--- config.mk ---
export PLATFORM = sky130hd
export DESIGN_NAME = ehq_ram
export DESIGN_NICKNAME = d
export VERILOG_FILES = /design/src/rtl/core/ehq_ram.sv
export SDC_FILE = /design/constraint.sdc
export NUM_CORES = 1
export LEC_CHECK = 0
export ABC_AREA = 1
export ABC_CLOCK_PERIOD_IN_PS = 2200
export BUFFER_PORTS_ARGS = -buffer_cell sky130_fd_sc_hd__buf_4
export CAP_MARGIN = 20
export CORE_MARGIN = 2
export CORE_UTILIZATION = 39
export CTS_BUF_LIST = sky130_fd_sc_hd__clkbuf_8
export CTS_CLUSTER_SIZE = 8
export DETAILED_ROUTE_END_ITERATION = 7
export PLACE_DENSITY = 0.64
export SETUP_SLACK_MARGIN = 0.1
export SYNTH_ARGS = -nofsm -noshare
export SYNTH_HDL_FRONTEND = slang
export SYNTH_SLANG_ARGS = --single-unit
--- constraint.sdc ---
create_clock -name clk_i -period 2.2 [get_ports clk_i]
set_clock_uncertainty 0.2 [all_clocks]
set_input_delay 0.22 -clock clk_i [delete_from_list [all_inputs] [get_ports clk_i]]
set_output_delay 0.22 -clock clk_i [all_outputs]
set_load 0.03 [all_outputs]
--- src/rtl/core/ehq_ram.sv ---
module ehq_ram #(
  parameter int unsigned WIDTH = 8,
  parameter int unsigned DEPTH = 16
) (
  input  logic                     clk_i,
  input  logic                     we_i,
  input  logic [$clog2(DEPTH)-1:0] waddr_i,
  input  logic [WIDTH-1:0]         wdata_i,
  input  logic [$clog2(DEPTH)-1:0] raddr_i,
  output logic [WIDTH-1:0]         rdata_o
);

  logic [WIDTH-1:0] mem_q [DEPTH];
  logic [WIDTH-1:0] rdata_q;

  always_ff @(posedge clk_i) begin
    if (we_i) begin
      mem_q[waddr_i] <= wdata_i;
    end
    rdata_q <= mem_q[raddr_i];
  end

  assign rdata_o = rdata_q;

endmodule

==> summary.md <==
| Metric | Value |
|---|---|
| Hold path cells | 6 |
| Avg Vias per Cell | 4.82 |
| Clk pin slew, worst setup/hold paths | 0.07 ns |
| Worst Setup Start Kind | input port |
| Chip height | 126 um |
| Most numerous cell in the Yosys netlist | nand2_1 |
| Netlist cell types | 12 |
| TritonCTS buffer count | 17 |
| FMAX | 0.562 GHz |
| Path depth of the worst reg2reg path | 6 |
| Slew of the pin with the lowest slew margin | 0.642 ns |
| Num rows | 44 |
| Syn_area_per_cell | 10.5 um^2 |
| Register area share after synthesis | 69.4% |
| Clock sink count | 136 |
| Die X | 126 um |
| Dominant synthesized flop cell | edfxtp_1 |
| Core area | 0.0145 mm^2 |
| HPWL after DPL | 7960 um |
| Required @ worst endpoint | 2.32 ns |
| Tightest Hold Check Type | in2reg |
| Worst setup path start | raddr_i[2] |
| Final Cycle Share | 80.9% |
| Initial antenna violation count | 0 |
| Root Buffer | clkbuf_8 |
| Vias in the first global route | 3840 |
| Hold path startpoint | raddr_i[0] |
| CP max FO | 17 |
| Critical Path AT | 1.90 ns |
| Setup crit end kind | register |
| Kind of critical path | in2reg |
| Pin count of the biggest net entering global routing | 45 |
| Filler cell count | 1346 |
| I/O Pins | 26 |
| Cell Area, Synth | 0.00577 mm^2 |
| EDFF count, synth | 128 |
| Max Cap Viol | 0 |
| Ranking of synthesized cells by area | edfxtp_1 (67%), nand2_1 (11%), nand3_1 (8.4%) |
| Tmin final | 1.78 ns |
| Fin. Hold Viols | 0 |
| Antenna viol nets, final | 0 |
| Endpoint, Worst Hold | rdata_o[4]$_DFF_P_ |
| Relative slew slack | 57.1% |
| DR iter-0 viols | 412 |
| Pwr dens | 784 mW/mm^2 |
| Setup bufs post-CTS | 0 |
| Sequential Area | 0.00400 mm^2 |
| Mapped Cells | 551 |
| Leak | 2.88 nW |
| H-tree levels | 4 |
| Area of the multi-input gates | 0.00121 mm^2 |
| Die area | 0.0158 mm^2 |
| Routed WL per cell | 15.9 um |
| TritonRoute pass-1 iters | 5 |
| Layout cell share with drive strength beyond 1 | 12.5% |
| Setup TNS | 0 ns |
| Synth warn | 0 |
| ANT cells | 0 |
| Max-slew violation count | 0 |
| Clock Path Buffers | 2 |
| Most used cell, CP | nand3_1 |
| Total grt overflow | 0 |
| Syn Nets | 569 |
| Yosys top cell area share | 66.7% |
| Total global-route track usage | 16.8% |
| Most frequent cells after synthesis | nand2_1 (173), edfxtp_1 (128), inv_1 (100), nand3_1 (97), nor2_1 (17) |
| Via Count | 3855 |
| Routability cong. | 0.800 |
| Worst reg2reg setup slack | 0.98 ns |
| Yosys reg bits | 136 |
| Initial Utilization | 39.8% |
| RSZ-0062 raised after global routing | false |
| Worst r2r dst | rdata_o[2]$_DFF_P_ |
| Slowest cell on crit path | dlygate4sd3_1 |
| Largest stage delay, worst path | 0.54 ns |
| Finished Cell Area | 0.00666 mm^2 |
| Pre-CTS setup slack | 0.438 ns |
| Worst VDD drop | 362 uV |
| Final nets | 620 |
| Tot Pwr | 5.22 mW |
| Placed Area | 0.00619 mm^2 |
| Setup Viol. Count Final | 0 |
| Global-route wire length before repair | 20100 um |
| Final wirelength | 12700 um |
| Final worst setup slack | 0.420 ns |
| Post-synth top area cell | edfxtp_1 |
| Async SR Flop Fraction | 0% |
| Number of remaining DRC errors | 0 |
| CTS tree | built |
| Number of port buffers | 25 |
| Layout area overhead | 15.5% |
| Skew-Pair Late Insertion Delay | 0.44 ns |
| R2r startpoint | mem_q[3][2]$_DFFE_PP_ |
| Status | complete, no violations |
| Crit-path cells | dlygate4sd3_1 > buf_4 > inv_1 > nand3_1 > nand3_1 > nand2_1 |
==> power breakdown <==
part           internal, mW  switching (mW)
Clock                 0.983           0.919
Combinational         0.133           0.272
Sequential             2.89          0.0188
==> final cells by class <==
class | count | area share (%)
flip-flops and latches | 136 | 60.1
clock inverters | 15 | 2.05
inverters | 102 | 5.75
well taps | 184 | 3.46
repair buffers | 56 | 6.88
multi-input cells | 289 | 18.2
clock buffers | 17 | 3.51
==> critical path: cells and delay by family <==
kind                   cells  cell delay, ns
and+or+nand+nor            3            0.44
buffers and inverters      3            1.23
==> cells in the final DEF, fill, tap and decap left out <==
cell type / n
buf_12: 1
buf_4: 45
bufinv_16: 2
clkbuf_8: 17
clkinv_1: 3
clkinv_2: 5
clkinv_4: 2
clkinvlp_4: 3
dfxtp_1: 8
dlygate4sd3_1: 10
edfxtp_1: 128
inv_1: 100
inv_2: 2
nand2_1: 173
nand3_1: 97
nand3b_1: 2
nor2_1: 17
==> layer usage <==
metal / track usage (%) / share of wire, % / vias up / wire length [um]
met5: 0 / 0 / - / 0
met4: 7.12 / 2.3 / 0 / 287
met3: 3.64 / 4.9 / 26 / 624
met2: 27.3 / 48 / 118 / 6110
met1: 21.9 / 45 / 1840 / 5670
li1: - / - / 1871 / -
==> flip-flops by register name, summed over array words and instances (netlist names) <==
signal   flops
rdata_o      8
mem_q      128
==> worst max-delay path by stage <==
stage               slack [ns]  cells after the start                     end
finish                    0.42                      6      rdata_o[2]$_DFF_P_
global route              0.35                      6      rdata_o[2]$_DFF_P_
CTS                       0.46                      6      rdata_o[2]$_DFF_P_
detailed placement        0.44                      7      rdata_o[0]$_DFF_P_
global placement          0.49                      7      rdata_o[7]$_DFF_P_
floorplan                 0.83                      2  mem_q[10][0]$_DFFE_PP_
==> repair_timing <==
action                                 4_1_cts  5_1_grt
endpoints found under the hold margin      136        0
resized for setup                            0        0
hold buffers                                10        0
==> logic make-up (layout without fill, tap and decap cells) <==
kind of cell	count (synthesis)	in the layout	share of synthesized area, %
flip-flops	136	136	69.4
AND/OR/NAND/NOR	289	289	21.0
buffers and inverters	126	190	9.52
==> stage by stage <==
step                util (%)  hold WS [ns]  std cells
CTS                     46.0         0.156        799
finish                  46.0         0.180        799
global route            46.0         0.195        799
floorplan                  -         0.119        551
global placement        42.7         0.333        757
detailed placement      42.7         0.342        757
Power figures use the tool's default switching activity.
